--- config.mk ---
export PLATFORM = sky130hd
export DESIGN_NAME = rti_div
export DESIGN_NICKNAME = d
export VERILOG_FILES = /design/src/rtl/core/rti_pkg.sv /design/src/rtl/core/rti_div.sv
export SDC_FILE = /design/constraint.sdc
export NUM_CORES = 1
export LEC_CHECK = 0
export BUFFER_PORTS_ARGS = -buffer_cell sky130_fd_sc_hd__buf_2
export CELL_PAD_IN_SITES_DETAIL_PLACEMENT = 1
export CELL_PAD_IN_SITES_GLOBAL_PLACEMENT = 2
export CORE_MARGIN = 2
export CORE_UTILIZATION = 36
export CTS_CLUSTER_DIAMETER = 60
export DETAILED_ROUTE_END_ITERATION = 10
export HOLD_SLACK_MARGIN = 0.03
export PLACE_DENSITY_LB_ADDON = 0.1
export SYNTH_ARGS = -nofsm -noshare
export SYNTH_HDL_FRONTEND = slang
export SYNTH_SLANG_ARGS = --single-unit
--- constraint.sdc ---
create_clock -name clk -period 5.9 [get_ports clk]
set_clock_uncertainty 0.1 [all_clocks]
set_input_delay 1.18 -clock clk [delete_from_list [all_inputs] [get_ports clk]]
set_output_delay 1.18 -clock clk [all_outputs]
set_load 0.05 [all_outputs]
--- src/rtl/core/rti_pkg.sv ---
// ----------------------------------------------------------------------------
// rti_pkg
// Shared types, codes and helpers of the ray/triangle intersection core.
// ----------------------------------------------------------------------------
package rti_pkg;

  localparam int ACC_W  = 68;   // accumulator width
  localparam int DOT_W  = 40;   // dot product saturation width
  localparam int NUM_W  = 56;   // divider numerator width
  localparam int DEN_W  = 40;   // divider denominator width
  localparam int QUO_W  = 57;   // signed quotient width
  localparam int ONE_Q  = 65536;

  localparam int IN_DATA_W  = 296;
  localparam int OUT_DATA_W = 136;
  localparam int CFG_IDX_W  = 2;
  localparam int CFG_DATA_W = 16;

  localparam int OUT_HIT_BIT = 0;
  localparam int OUT_REC_BIT = 1;

  localparam logic [CFG_IDX_W-1:0] REG_EPSILON = 2'd0;
  localparam logic [CFG_IDX_W-1:0] REG_HAS_TEX = 2'd1;

  localparam logic [2:0] KIND_POS = 3'd0;
  localparam logic [2:0] KIND_NRM = 3'd1;
  localparam logic [2:0] KIND_TAN = 3'd2;
  localparam logic [2:0] KIND_TEX = 3'd3;
  localparam logic [2:0] KIND_RAY = 3'd4;

  localparam logic [1:0] TAG_PT  = 2'd0;
  localparam logic [1:0] TAG_NRM = 2'd1;
  localparam logic [1:0] TAG_TAN = 2'd2;
  localparam logic [1:0] TAG_UV  = 2'd3;

  localparam logic [15:0] EPS_RESET = 16'd7;

  typedef enum logic [3:0] {
    ST_IDLE, ST_MUL, ST_ACC, ST_FIN, ST_DIV, ST_SQRT, ST_NDIV_GO, ST_EMIT
  } state_t;

  typedef enum logic [3:0] {
    PH_S1, PH_DEN, PH_U, PH_S2, PH_V, PH_T, PH_PT, PH_INTV, PH_SQ, PH_NDIV, PH_UV
  } phase_t;

  typedef enum logic [2:0] {
    EM_MISS, EM_QUERY, EM_PT, EM_NRM, EM_TAN, EM_UV
  } emit_t;

  typedef struct packed {
    logic                    start;
    logic signed [NUM_W-1:0] num;
    logic signed [DEN_W-1:0] den;
  } div_req_t;

  typedef struct packed {
    logic                    done;
    logic signed [QUO_W-1:0] quo;
  } div_rsp_t;

  typedef struct packed {
    logic        start;
    logic [63:0] x;
  } sqrt_req_t;

  typedef struct packed {
    logic        done;
    logic [31:0] root;
  } sqrt_rsp_t;

  function automatic logic signed [ACC_W-1:0] sat_s(input logic signed [ACC_W-1:0] x,
                                                    input int bits);
    logic signed [ACC_W-1:0] hi;
    logic signed [ACC_W-1:0] lo;
    hi = (ACC_W'(1) <<< (bits - 1)) - ACC_W'(1);
    lo = -hi - ACC_W'(1);
    if (x > hi) return hi;
    if (x < lo) return lo;
    return x;
  endfunction

endpackage

--- src/rtl/core/rti_div.sv ---
// ----------------------------------------------------------------------------
// rti_div
// Signed restoring divider, one quotient bit per cycle, truncates toward zero.
// ----------------------------------------------------------------------------
module rti_div import rti_pkg::*; (
  input  logic     clk,
  input  logic     rst_n,
  input  div_req_t req_i,
  output div_rsp_t rsp_o
);

  logic             busy_r, busy_nxt;
  logic             done_r, done_nxt;
  logic             neg_r, neg_nxt;
  logic [5:0]       cnt_r, cnt_nxt;
  logic [DEN_W-1:0] rem_r, rem_nxt;
  logic [NUM_W-1:0] nq_r, nq_nxt;
  logic [DEN_W-1:0] dmag_r, dmag_nxt;
  logic [DEN_W:0]   rem_sh;
  logic             ge;

  always_comb begin
    busy_nxt = busy_r;
    done_nxt = 1'b0;
    neg_nxt  = neg_r;
    cnt_nxt  = cnt_r;
    rem_nxt  = rem_r;
    nq_nxt   = nq_r;
    dmag_nxt = dmag_r;
    rem_sh   = {rem_r, nq_r[NUM_W-1]};
    ge       = rem_sh >= {1'b0, dmag_r};
    if (req_i.start) begin
      busy_nxt = 1'b1;
      neg_nxt  = req_i.num[NUM_W-1] ^ req_i.den[DEN_W-1];
      cnt_nxt  = 6'(NUM_W);
      rem_nxt  = '0;
      nq_nxt   = req_i.num[NUM_W-1] ? NUM_W'(-req_i.num) : NUM_W'(req_i.num);
      dmag_nxt = req_i.den[DEN_W-1] ? DEN_W'(-req_i.den) : DEN_W'(req_i.den);
    end else if (busy_r) begin
      rem_nxt = ge ? DEN_W'(rem_sh - {1'b0, dmag_r}) : DEN_W'(rem_sh);
      nq_nxt  = {nq_r[NUM_W-2:0], ge};
      cnt_nxt = cnt_r - 6'd1;
      if (cnt_r == 6'd1) begin
        busy_nxt = 1'b0;
        done_nxt = 1'b1;
      end
    end
  end

  always_ff @(posedge clk) begin
    if (!rst_n) begin
      busy_r <= 1'b0;
      done_r <= 1'b0;
    end else begin
      busy_r <= busy_nxt;
      done_r <= done_nxt;
    end
    neg_r  <= neg_nxt;
    cnt_r  <= cnt_nxt;
    rem_r  <= rem_nxt;
    nq_r   <= nq_nxt;
    dmag_r <= dmag_nxt;
  end

  assign rsp_o.done = done_r;
  assign rsp_o.quo  = neg_r ? -$signed({1'b0, nq_r}) : $signed({1'b0, nq_r});

endmodule

## Word-level counts from Yosys, hierarchy flattened

Index checks and enable logic that the tools add are counted.

- Word-level logic and storage cells: 30
- Bits in registers: 145
- Output and inout bits: 58
- Bits of input ports: 99

- $add $sub $neg: 5
- Muxes and demuxes: 10
- Reductions and logical operators: 2
- Eq/ne operators: 1
- Order comparisons: 1
- Bitwise gates (word level): 3

Operators by type and width:

| kind | count |
|---|---|
| two-way mux 56 bit | 3 |
| two-way mux 57 bit | 1 |
| negator 56 -> 57 bit | 1 |
| negator 56 bit | 1 |
| >= comparator 41 x 40 -> 1 bit | 1 |
| two-way mux 40 bit | 1 |
| negator 40 bit | 1 |
| subtractor 40 bit | 1 |
| two-way mux 39 bit | 1 |
| == test 6 x 1 -> 1 bit (second input constant) | 1 |
| subtractor 6 x 1 -> 6 bit (second input constant) | 1 |
| two-way mux 1 bit | 4 |
| OR reduction 3 bit | 1 |
| inverter 1 bit | 2 |
| nonzero test 2 bit | 1 |
| XOR 1 bit | 1 |

## Depth between registers and ports, before layout

- Depth after elaboration: 4
- Mapped depth: 13
- Mapped depth without buffers: 12

## Worst setup path after synthesis

No wires, ideal clock.

- Kind: reg-to-output
- From: register nq_r[8]
- To: output rsp_o[55] in the netlist's numbering
- Arrival: 4210 ps
- Path slack: 410 ps
- Cell stages (with the launch flop): 11
- Path buffers: 1
- Required time: 4620 ps
- Cell sequence: edfxtp_1 > or3_1 > or3_1 > or3_1 > or2_2 > or3_1 > clkbuf_1 > or4_1 > o41ai_2 > nand3_1 > xnor2_1

RTL lines:

| element | line | source |
|---|---|---|
| start, declared | rti_div.sv:17 | `logic [NUM_W-1:0] nq_r, nq_nxt;` |
| start signal, assigned | rti_div.sv:61 | `nq_r <= nq_nxt;` |
| end, declared | rti_div.sv:9 | `output div_rsp_t rsp_o` |

==> metrics.csv <==
metric,value,unit
hold_viol_final,0,
cp.required,4.62,ns
drive_above_1_share,16.3,%
die_area,0.0321,mm²
relSlewSlack,29.8,%
maxCapViolCount,0,
wire_per_inst,17.7,µm
ys.flop_type,edfxtp_1,
top_layer,met4,
nNetsFinal,1533,
muxShareOfSynthArea,2.09,%
ys_top_cells_by_area,"edfxtp_1, dfxtp_1, xnor2_1, xor2_1, ha_1",
path_cells,or3_1 > or3_1 > or3_1 > or2_2 > or3_1 > or4_1 > o41ai_4 > nand3_2 > xnor2_1 > clkbuf_4,
initial_core_util,36.4,%
place_area,0.0122,mm²
wl,31800,µm
io_pins,157,
synthAdderAreaFrac,5.28,%
end_kind,output port,
multiInputGateArea,0.00671,mm²
final_max_slew_viol_count,0,
first_pass_iters,4,
crit_fanout,5,
ys_ff_latch,145,
vias_per_cell,5.45,
cts_hold_buf,0,
p_per_area,288,mW/mm²
synth-edff-count,97,
avgSynthCellArea,8.72,µm²
synth_nets,1411,
num_vias,9789,
ys_seq_area_share,35.1,%
status,"finished, final reports clean",
netlist.area_leader.share,26.4,%
hp-class,register to register,
yosys.area_share.simple,16.6,%
dp.cells,1765,
cp_slowest_cell,or4_1,
path_delay_family,simple AND/OR/NAND/NOR gates,
drtIter0Drc,489,
synth_top_family_by_area,compound AO/OA/AOI/OAI gates,
route.met2.wl,14900,µm
synthCells,1266,
slowest_delay,0.59,ns
fillers,3607,
insertion_delay,0.43,ns
worst-path-buf-inv,1,
grt_start_max_net_pins,92,
cts.sinks,145,
cts_setup_buffers,0,
routabilityCongestion,0.782,
dr_wl_met3,854,µm
rows,64,
synth_compound_area_share,22.4,%
antenna_cells,0,
start_kind,register,
synth_area,0.0110,mm²
synth_xor_area_share,14.1,%
whs,0.374,ns
finalCritPeriodShare,96.6,%
grt_setup_unrepaired,no,
port-buffer-count,156,
finalSetupTns,0,ns
peakVddDrop,0.195,mV
final_cells,1797,
cts_tree,yes,
cts_buffer_depth,2,
dp_hpwl,23800,µm
post-place-ws,0.461,ns
path_clk_slew,0.07,ns
yosys.area.top_type,edfxtp_1,
critPathKind,register to output port,
drtAntennaViolNets,0,
dieHeight,179,µm
arrival,4.42,ns
regArea,0.00387,mm²
gr-total-overflow,0,
die_x,179,µm
h-tree-depth,4,
numCtsBuffers,17,
p_leak,4.89,nW
antenna_found_initial,0,
worst_pin_slew,1.05,ns
fp.coreArea,0.0303,mm²
yosys.cell_types.count,63,
max_freq,0.175,GHz
first_global_vias,9775,
yosys_warnings,0,
post-route-cell-area,0.0128,mm²
setup_viol,0,
drc,0,
grt_pass1_wl,50800,µm
wl_met1,15800,µm
min_period,5.70,ns
layout_setup_ws,0.202,ns
grt_use_total,19.9,%
cts_root_buffer,clkbuf_16,
ys_async_sr_fraction,0,%
syn_to_final_growth,16.3,%
cpMostUsedCell,or3_1,
-- cell type report --
class / count / share of cell area (%)
multi-input cells: 994 / 52.3
flip-flops and latches: 145 / 30.2
repair buffers: 167 / 6.89
well taps: 396 / 3.86
clock buffers: 17 / 3.32
inverters: 63 / 1.84
clock inverters: 15 / 1.61
-- routing by layer --
metal  up-vias  track usage, %
met2       137            33.1
met3         8            2.82
li1       4911               -
met4         0            3.05
met5         -               0
met1      4733            27.8
-- worst min-delay path, cell delays in order (launching register included) --
cell,delay [ns]
dfxtp_1,0.32
nand2_1,0.05
a21oi_1,0.05
-- cells in the mapped netlist (24+ instances only) --
| cell | number |
|---|---|
| a211oi_1 | 34 |
| a21oi_1 | 109 |
| clkbuf_1 | 59 |
| dfxtp_1 | 48 |
| edfxtp_1 | 97 |
| ha_1 | 45 |
| inv_1 | 62 |
| nand2_1 | 86 |
| nor2_1 | 125 |
| o21ai_0 | 78 |
| o31ai_1 | 41 |
| or4_1 | 24 |
| xnor2_1 | 109 |
| xor2_1 | 69 |
-- final timing paths --
check / startpoint / end / slack (ns) / depth (start not counted)
setup / recovery: nq_r[8]$_DFFE_PP_ / rsp_o[55] / 0.20 / 10
hold / removal: rem_r[39]$_SDFFE_PP0P_ / rem_r[39]$_SDFFE_PP0P_ / 0.37 / 2
setup reg to reg: nq_r[55]$_DFFE_PP_ / rem_r[14]$_SDFFE_PP0P_ / 1.69 / 11
hold reg to reg: rem_r[39]$_SDFFE_PP0P_ / rem_r[39]$_SDFFE_PP0P_ / 0.37 / 2
-- cells in the final DEF, fill, tap and decap left out, types with 6 or more instances in the layout --
master / instances
buf_2: 154
nor2_1: 125
a21oi_1: 109
xnor2_1: 109
edfxtp_1: 97
nand2_1: 85
o21ai_0: 78
xor2_1: 69
inv_1: 62
dfxtp_1: 47
ha_1: 45
o31ai_1: 41
a211oi_1: 34
or4_1: 24
o41ai_1: 23
mux2i_1: 23
a21o_1: 22
or3_1: 17
nor3_1: 17
clkbuf_16: 17
nand3_1: 16
a31oi_1: 13
nand4_1: 11
and3_1: 10
buf_4: 10
nor4_1: 9
nor2b_1: 9
o21a_1: 9
nand2b_1: 8
o211ai_1: 8
a311oi_1: 7
or4_4: 7
or2_2: 6
-- report_power, final --
group          internal [mW]  switching (mW)
clock                  0.714           0.473
combinational          0.396           0.814
sequential              1.21          0.0935
-- metrics by stage --
stage	power, mW	util (%)
after detailed placement	2.53	40.1
after global placement	2.52	40.1
after CTS	3.74	42.2
after global routing	3.90	42.3
after floorplan	2.19	-
final	3.70	42.3
-- kinds of logic after synthesis --
family                   after synthesis
multiplexers                          23
buffers and inverters                127
AND/OR/NAND/NOR                      366
flip-flops                           145
AO/OA/AOI/OAI                        381
adder cells (fa/ha/maj)               46
XOR/XNOR                             178
-- state kept, by name, indices dropped and copies added (netlist names) --
register,flops
cnt_r,6
rem_r,40
done_r,1
dmag_r,40
busy_r,1
nq_r,56
neg_r,1
-- repair_timing --
item | CTS | global route
pin swaps | 0 | 1
gates resized for setup | 1 | 2
endpoints found under the setup margin | 1 | 1
No activity file was read; power rests on OpenSTA's default activity.
