$ cat src/rtl/core/rti_pkg.sv
// ----------------------------------------------------------------------------
// rti_pkg
// Shared types, codes and helpers of the ray/triangle intersection core.
// ----------------------------------------------------------------------------
package rti_pkg;

  localparam int ACC_W  = 68;   // accumulator width
  localparam int DOT_W  = 40;   // dot product saturation width
  localparam int NUM_W  = 56;   // divider numerator width
  localparam int DEN_W  = 40;   // divider denominator width
  localparam int QUO_W  = 57;   // signed quotient width
  localparam int ONE_Q  = 65536;

  localparam int IN_DATA_W  = 296;
  localparam int OUT_DATA_W = 136;
  localparam int CFG_IDX_W  = 2;
  localparam int CFG_DATA_W = 16;

  localparam int OUT_HIT_BIT = 0;
  localparam int OUT_REC_BIT = 1;

  localparam logic [CFG_IDX_W-1:0] REG_EPSILON = 2'd0;
  localparam logic [CFG_IDX_W-1:0] REG_HAS_TEX = 2'd1;

  localparam logic [2:0] KIND_POS = 3'd0;
  localparam logic [2:0] KIND_NRM = 3'd1;
  localparam logic [2:0] KIND_TAN = 3'd2;
  localparam logic [2:0] KIND_TEX = 3'd3;
  localparam logic [2:0] KIND_RAY = 3'd4;

  localparam logic [1:0] TAG_PT  = 2'd0;
  localparam logic [1:0] TAG_NRM = 2'd1;
  localparam logic [1:0] TAG_TAN = 2'd2;
  localparam logic [1:0] TAG_UV  = 2'd3;

  localparam logic [15:0] EPS_RESET = 16'd7;

  typedef enum logic [3:0] {
    ST_IDLE, ST_MUL, ST_ACC, ST_FIN, ST_DIV, ST_SQRT, ST_NDIV_GO, ST_EMIT
  } state_t;

  typedef enum logic [3:0] {
    PH_S1, PH_DEN, PH_U, PH_S2, PH_V, PH_T, PH_PT, PH_INTV, PH_SQ, PH_NDIV, PH_UV
  } phase_t;

  typedef enum logic [2:0] {
    EM_MISS, EM_QUERY, EM_PT, EM_NRM, EM_TAN, EM_UV
  } emit_t;

  typedef struct packed {
    logic                    start;
    logic signed [NUM_W-1:0] num;
    logic signed [DEN_W-1:0] den;
  } div_req_t;

  typedef struct packed {
    logic                    done;
    logic signed [QUO_W-1:0] quo;
  } div_rsp_t;

  typedef struct packed {
    logic        start;
    logic [63:0] x;
  } sqrt_req_t;

  typedef struct packed {
    logic        done;
    logic [31:0] root;
  } sqrt_rsp_t;

  function automatic logic signed [ACC_W-1:0] sat_s(input logic signed [ACC_W-1:0] x,
                                                    input int bits);
    logic signed [ACC_W-1:0] hi;
    logic signed [ACC_W-1:0] lo;
    hi = (ACC_W'(1) <<< (bits - 1)) - ACC_W'(1);
    lo = -hi - ACC_W'(1);
    if (x > hi) return hi;
    if (x < lo) return lo;
    return x;
  endfunction

endpackage

$ cat src/rtl/core/rti_sqrt.sv
// ----------------------------------------------------------------------------
// rti_sqrt
// Integer square root of a 64-bit value, two radicand bits per cycle.
// ----------------------------------------------------------------------------
module rti_sqrt import rti_pkg::*; (
  input  logic      clk,
  input  logic      rst_n,
  input  sqrt_req_t req_i,
  output sqrt_rsp_t rsp_o
);

  logic        busy_r, busy_nxt;
  logic        done_r, done_nxt;
  logic [5:0]  cnt_r, cnt_nxt;
  logic [63:0] x_r, x_nxt;
  logic [33:0] rem_r, rem_nxt;
  logic [31:0] root_r, root_nxt;
  logic [35:0] rem_sh;
  logic [35:0] trial;

  always_comb begin
    busy_nxt = busy_r;
    done_nxt = 1'b0;
    cnt_nxt  = cnt_r;
    x_nxt    = x_r;
    rem_nxt  = rem_r;
    root_nxt = root_r;
    rem_sh   = {rem_r, x_r[63:62]};
    trial    = {2'b00, root_r, 2'b01};
    if (req_i.start) begin
      busy_nxt = 1'b1;
      cnt_nxt  = 6'd32;
      x_nxt    = req_i.x;
      rem_nxt  = '0;
      root_nxt = '0;
    end else if (busy_r) begin
      x_nxt = {x_r[61:0], 2'b00};
      if (rem_sh >= trial) begin
        rem_nxt  = 34'(rem_sh - trial);
        root_nxt = {root_r[30:0], 1'b1};
      end else begin
        rem_nxt  = 34'(rem_sh);
        root_nxt = {root_r[30:0], 1'b0};
      end
      cnt_nxt = cnt_r - 6'd1;
      if (cnt_r == 6'd1) begin
        busy_nxt = 1'b0;
        done_nxt = 1'b1;
      end
    end
  end

  always_ff @(posedge clk) begin
    if (!rst_n) begin
      busy_r <= 1'b0;
      done_r <= 1'b0;
    end else begin
      busy_r <= busy_nxt;
      done_r <= done_nxt;
    end
    cnt_r  <= cnt_nxt;
    x_r    <= x_nxt;
    rem_r  <= rem_nxt;
    root_r <= root_nxt;
  end

  assign rsp_o.done = done_r;
  assign rsp_o.root = root_r;

endmodule

$ cat config.mk
export PLATFORM = sky130hd
export DESIGN_NAME = rti_sqrt
export DESIGN_NICKNAME = d
export VERILOG_FILES = /design/src/rtl/core/rti_pkg.sv /design/src/rtl/core/rti_sqrt.sv
export SDC_FILE = /design/constraint.sdc
export NUM_CORES = 1
export LEC_CHECK = 0
export BUFFER_PORTS_ARGS = -buffer_cell sky130_fd_sc_hd__buf_2
export CAP_MARGIN = 20
export CORE_MARGIN = 3
export CORE_UTILIZATION = 60
export CTS_CLUSTER_SIZE = 24
export DETAILED_ROUTE_END_ITERATION = 12
export GPL_ROUTABILITY_DRIVEN = 0
export PLACE_DENSITY = 0.84
export SLEW_MARGIN = 20
export SYNTH_ARGS = -nofsm -noshare
export SYNTH_HDL_FRONTEND = slang
export SYNTH_SLANG_ARGS = --single-unit
$ cat constraint.sdc
create_clock -name clk -period 6.6 [get_ports clk]
set_input_delay 0.33 -clock clk [delete_from_list [all_inputs] [get_ports clk]]
set_output_delay 0.33 -clock clk [all_outputs]
set_load 0.05 [all_outputs]
---- Word level (Yosys, flattened, before mapping) ----
Cells that the tools add are included.
word-level totals
  logic and storage cells ................. 22
  output and inout bits ................... 33
  register bits ........................... 138
operators by class
  magnitude comparators ................... 1
  add/sub/neg operators ................... 2
  reductions and logical operators ........ 2
  equal/unequal tests ..................... 1
  bitwise gates (word level) .............. 2
  multiplexer cells ....................... 8
operators with widths
  cell                   count
  $mux W64               2
  $ge A36 B34 Y1         1
  $mux W34               1
  $sub A34 B34 Y34       1
  $eq A6 B1 Y1 const B   1
  $sub A6 B1 Y6 const B  1
  $mux W1                5
  $reduce_or A3 Y1       1
  $not A1 Y1             2
  $reduce_bool A2 Y1     1

---- Longest topological paths before layout ----
  word-level depth ........................ 4
  mapped depth ............................ 13
  depth with buffers taken out ............ 10

---- Worst setup path before layout ----
OpenSTA, ideal clock, no wires.
  path type ............................... register -> register
  from .................................... reg root_r[19]
  to ...................................... reg rem_r[11]
  path slack .............................. 3497 ps
  setup time .............................. 86 ps
  data arrival time ....................... 3018 ps
  data required time ...................... 6514 ps
  clock period less this slack ............ 3103 ps
  cell stages (with the launch flop) ...... 14
  cell sequence ........................... dfxtp_1 > inv_1 > ha_1 > and3_1 > buf_6 > a221oi_2 > o211ai_2 > a22oi_2 > a211oi_4 > or2_1 > buf_2 > buf_6 > mux2i_1 > a211oi_1
on the way
  word-level cells in the longest chain between the ends .. 2
ends and longest elaborated chain
  element                 line            RTL
  from (decl)             rti_sqrt.sv:17  logic [31:0] root_r, root_nxt;
  from (signal assigned)  rti_sqrt.sv:64  root_r <= root_nxt;
  $ge A36 B34 Y1          rti_sqrt.sv:38  if (rem_sh >= trial) begin
  $mux W34                rti_sqrt.sv:38
  to (signal assigned)    rti_sqrt.sv:63  rem_r <= rem_nxt;
  to (decl)               rti_sqrt.sv:16  logic [33:0] rem_r, rem_nxt;
No other way between the ends.
A chain may end at the register's enable or synchronous reset.

---- Final worst setup path ----
  from .................................... reg root_r[21]
  to ...................................... reg rem_r[2]
Same word-level chain as after synthesis.

==> impl_summary.txt <==
----------------------------------------------------
[Synthesis]
  Primary flip-flop cell chosen by synthesis mapping ... sky130_fd_sc_hd__dfxtp_1
  Number of nets in the synthesized netlist ... 846
  Number of unique standard cell types used by synthesis ... 69
  Avg Cell Area, Syn ... 10.4 um^2
  Post-synth EDFFs ... 64
  Total of warnings raised by yosys ... 0
  Share of flip-flops with an asynchronous set or reset after synthesis ... 0%
  Seq/Total Area, Yosys ... about 44%
  Post-Syn Area ... 7710 um^2
  Gate count after technology mapping ... 743
  Count of state elements after synthesis ... around 140

[Layout]
  Proportion of layout cells with a drive suffix above 1 ... 25.9%
  Diodes inserted ... 0
  Net count, final ... around 900
  Final standard cell count with taps included and fillers excluded ... 1,005
  Area added between synthesis and finish ... 13.4%

[Die]
  Placement row count ... 40
  DIE HEIGHT ... 119 um
  Count of boundary I/O pins ... 100
  Initial cell density of the core ... a little over three fifths
  Die Span X ... 119 um
  Total Die Area ... between 10,000 and 15,000 um^2
  Placeable Area ... 12,300 um^2

[Placed design]
  Total of buffers placed on input and output ports ... 99
  Number of placed instances with taps included ... 973
  Final HPWL DP ... about 12 mm

[STA]
  Count of endpoints failing setup in the final report ... 0
  Clock period minus worst slack ... 3490 ps
  Highest achievable clock rate ... 0.286 GHz
  Total count of max-transition violations in the final report ... 0
  Transition at the pin with the smallest max-transition slack ... 848 ps
  Share of the clock period used by the worst path ... 52.9%
  Endpoints failing hold ... 0
  Slew headroom ... 43.5%
  RSZ-0062 raised after global routing ... false
  Worst clock skew on the final layout ... around 8.5 ps
  Setup TNS after final layout ... 0 ps

[Pwr]
  Reported leakage power ... 0.00363 uW
  Pwr/cell area ... 421 nW/um^2
  Max VDD drop ... 233 uV

[Routing]
  Number of design rule violations left after detail routing ... 0
  Number of iterations in the first detailed-routing pass ... 5
  Number of vias in the routed layout ... 5,930
  First DRT Iteration DRCs ... approximately 350
  Via density ... between 5 and 6
  Wire per inst ... 16.6 um
  Overall routed net length ... 16.7 mm
  Post-DRT Antenna Nets ... 0

[Critical path]
  Data arrival time at the worst-slack endpoint ... 3760 ps
  Worst Path Class, Setup ... reg2reg
  Worst path required time ... 6860 ps
  Capturing element type of the critical path ... register
  Maximum net fanout on the critical path ... 18
  Kind of launch point of the worst setup path ... register

[CTS]
  Clock slew seen by the registers of the worst setup and hold paths ... 60 ps
  CTS max path bufs ... 2
  Hold buffers post-CTS ... 0
  Insertion delay to the later sink of the worst-skew pair ... 420 ps
  Post-CTS setup repair buffer count ... 0
  Clock tree from TritonCTS ... built
  Number of instances resized during post-cts repair ... 0
  Number of buffers created by CTS ... 17
  Clock sink total ... 138
  CTS H-tree lvls ... 4
  Clk Tree Root Cell ... sky130_fd_sc_hd__clkbuf_16

[Global route]
  Via count of the first global-routing pass ... around 6,000
  Initial antenna violation count ... 0
  Maximum number of pins on one net before global-route repair ... 76
  First-pass GRT wire length ... 27.9 mm
  Global-route usage over all layers ... 23.9%
  GR Overflow Total ... 0

[Min path]
  Tightest Hold Check Type ... in2reg

[Job]
  # Max-Cap Violations ... 0

[Outcome]
  Status ... finished, final reports clean

----------------------------------------------------
-- Yosys cell counts (3+ instances only) --
master | instances | area [um^2]
sky130_fd_sc_hd__nand2b_1 | 3 | 18.8
sky130_fd_sc_hd__o21ai_1 | 11 | 55.1
sky130_fd_sc_hd__clkbuf_1 | 24 | 90.1
sky130_fd_sc_hd__clkbuf_8 | 4 | 55.1
sky130_fd_sc_hd__buf_6 | 5 | 56.3
sky130_fd_sc_hd__a2111oi_0 | 3 | 26.3
sky130_fd_sc_hd__o31ai_1 | 3 | 22.5
sky130_fd_sc_hd__o21ai_0 | 14 | 70.1
sky130_fd_sc_hd__a21o_1 | 12 | 90.1
sky130_fd_sc_hd__nor3_1 | 10 | 50.1
sky130_fd_sc_hd__xor2_1 | 14 | 123
sky130_fd_sc_hd__dfxtp_1 | 74 | 1480
sky130_fd_sc_hd__buf_2 | 5 | 25.0
sky130_fd_sc_hd__mux2_2 | 62 | 698
sky130_fd_sc_hd__a211oi_1 | 28 | 210
sky130_fd_sc_hd__a311oi_1 | 4 | 35.0
sky130_fd_sc_hd__and3_2 | 3 | 22.5
sky130_fd_sc_hd__a21oi_1 | 29 | 145
sky130_fd_sc_hd__edfxtp_1 | 64 | 1920
sky130_fd_sc_hd__and2_1 | 4 | 25.0
sky130_fd_sc_hd__a31oi_1 | 4 | 25.0
sky130_fd_sc_hd__nor4_1 | 3 | 18.8
sky130_fd_sc_hd__mux2i_1 | 54 | 541
sky130_fd_sc_hd__inv_1 | 45 | 169
sky130_fd_sc_hd__xnor2_1 | 16 | 140
sky130_fd_sc_hd__nand4_1 | 7 | 43.8
sky130_fd_sc_hd__o21bai_1 | 3 | 22.5
sky130_fd_sc_hd__o211ai_1 | 10 | 75.1
sky130_fd_sc_hd__ha_1 | 36 | 450
sky130_fd_sc_hd__nand3_1 | 6 | 30.0
sky130_fd_sc_hd__nor2_1 | 88 | 330
sky130_fd_sc_hd__a22oi_1 | 3 | 22.5
sky130_fd_sc_hd__nand2_1 | 43 | 161
sky130_fd_sc_hd__o21a_1 | 4 | 30.0
-- routing by layer --
metal | track usage, % | vias to the layer above | share of wire [%]
li1 | - | 2870 | -
met1 | 28.1 | 2795 | 41
met2 | 39.9 | 218 | 48
met3 | 7.69 | 47 | 7.5
met4 | 11.2 | 0 | 2.9
met5 | 0 | - | 0
-- cell families after synthesis --
kind of cell             after synthesis  share of synthesized area (%)
adder cells (fa/ha/maj)               36                           5.84
buffers and inverters                 86                           5.51
flip-flops                           138                           44.1
AND/OR/NAND/NOR                      183                           10.6
AO/OA/AOI/OAI                        154                           14.5
multiplexers                         116                           16.1
XOR/XNOR                              30                           3.41
-- layout make-up --
cell class | count | area, um^2
clock buffer | 19 | 433
sequential | 138 | 3410
inverter | 45 | 169
clock inverter | 13 | 119
multi-input combinational | 519 | 3890
tap | 168 | 210
fill | 890 | 3560
timing repair buffer | 103 | 528
-- path summary, 6_finish.rpt --
kind | cells after the start | startpoint | endpoint | slack, ps
max | 11 | root_r[21]$_SDFFE_PP0P_ | rem_r[2]$_SDFFE_PP0P_ | 3110
min | 3 | rst_n | busy_r$_SDFF_PN0_ | 140
max reg2reg | 11 | root_r[21]$_SDFFE_PP0P_ | rem_r[2]$_SDFFE_PP0P_ | 3110
min reg2reg | 2 | rem_r[29]$_SDFFE_PP0P_ | rem_r[29]$_SDFFE_PP0P_ | 490
-- critical path: stages, from the launching register on --
cell and delay, ps:
sky130_fd_sc_hd__dfxtp_1 360, sky130_fd_sc_hd__inv_1 60, sky130_fd_sc_hd__ha_1 370, sky130_fd_sc_hd__and3_1 320, sky130_fd_sc_hd__a221oi_2 130, sky130_fd_sc_hd__o211ai_2 210, sky130_fd_sc_hd__a22oi_2 140, sky130_fd_sc_hd__a211oi_4 300
sky130_fd_sc_hd__or2_1 640, sky130_fd_sc_hd__buf_4 430, sky130_fd_sc_hd__mux2i_1 270, sky130_fd_sc_hd__a211oi_1 100
-- stage by stage --
step	area [um^2]	power, uW	setup slack (ps)	utilization, %	hold WS (ps)
final	8750	3680	3110	71.1	144
after global routing	8750	3900	2880	71.1	164
after CTS	8750	3670	3130	71.1	132
after detailed placement	8200	2770	3150	66.6	479
after global placement	8200	2700	3330	66.6	458
after floorplan	7710	2500	3500	-	442
-- state kept, by name, summed over array words and instances, names as in the netlist --
register	count
rem_r	34
cnt_r	6
x_r	64
root_r	32
busy_r	1
done_r	1
-- cell usage in the layout (no fill, tap or decap), types with 5 or more instances in the layout --
master,Yosys,layout
sky130_fd_sc_hd__a211oi_1,28,28
sky130_fd_sc_hd__a21o_1,12,12
sky130_fd_sc_hd__a21oi_1,29,29
sky130_fd_sc_hd__buf_2,5,98
sky130_fd_sc_hd__buf_4,2,5
sky130_fd_sc_hd__clkbuf_16,0,17
sky130_fd_sc_hd__dfxtp_1,74,73
sky130_fd_sc_hd__edfxtp_1,64,64
sky130_fd_sc_hd__ha_1,36,36
sky130_fd_sc_hd__inv_1,45,44
sky130_fd_sc_hd__mux2_2,62,62
sky130_fd_sc_hd__mux2i_1,54,54
sky130_fd_sc_hd__nand2_1,43,43
sky130_fd_sc_hd__nand3_1,6,6
sky130_fd_sc_hd__nand4_1,7,7
sky130_fd_sc_hd__nor2_1,88,88
sky130_fd_sc_hd__nor3_1,10,10
sky130_fd_sc_hd__o211ai_1,10,10
sky130_fd_sc_hd__o21ai_0,14,14
sky130_fd_sc_hd__o21ai_1,11,11
sky130_fd_sc_hd__xnor2_1,16,16
sky130_fd_sc_hd__xor2_1,14,14
-- power by group --
part           internal (uW)  switching, uW  leakage (uW)
Clock                    520            368      0.000258
Sequential              1010           77.9       0.00125
Combinational            727            976       0.00212
Total                   2260           1420       0.00363
(Power assumes the default switching activity.)
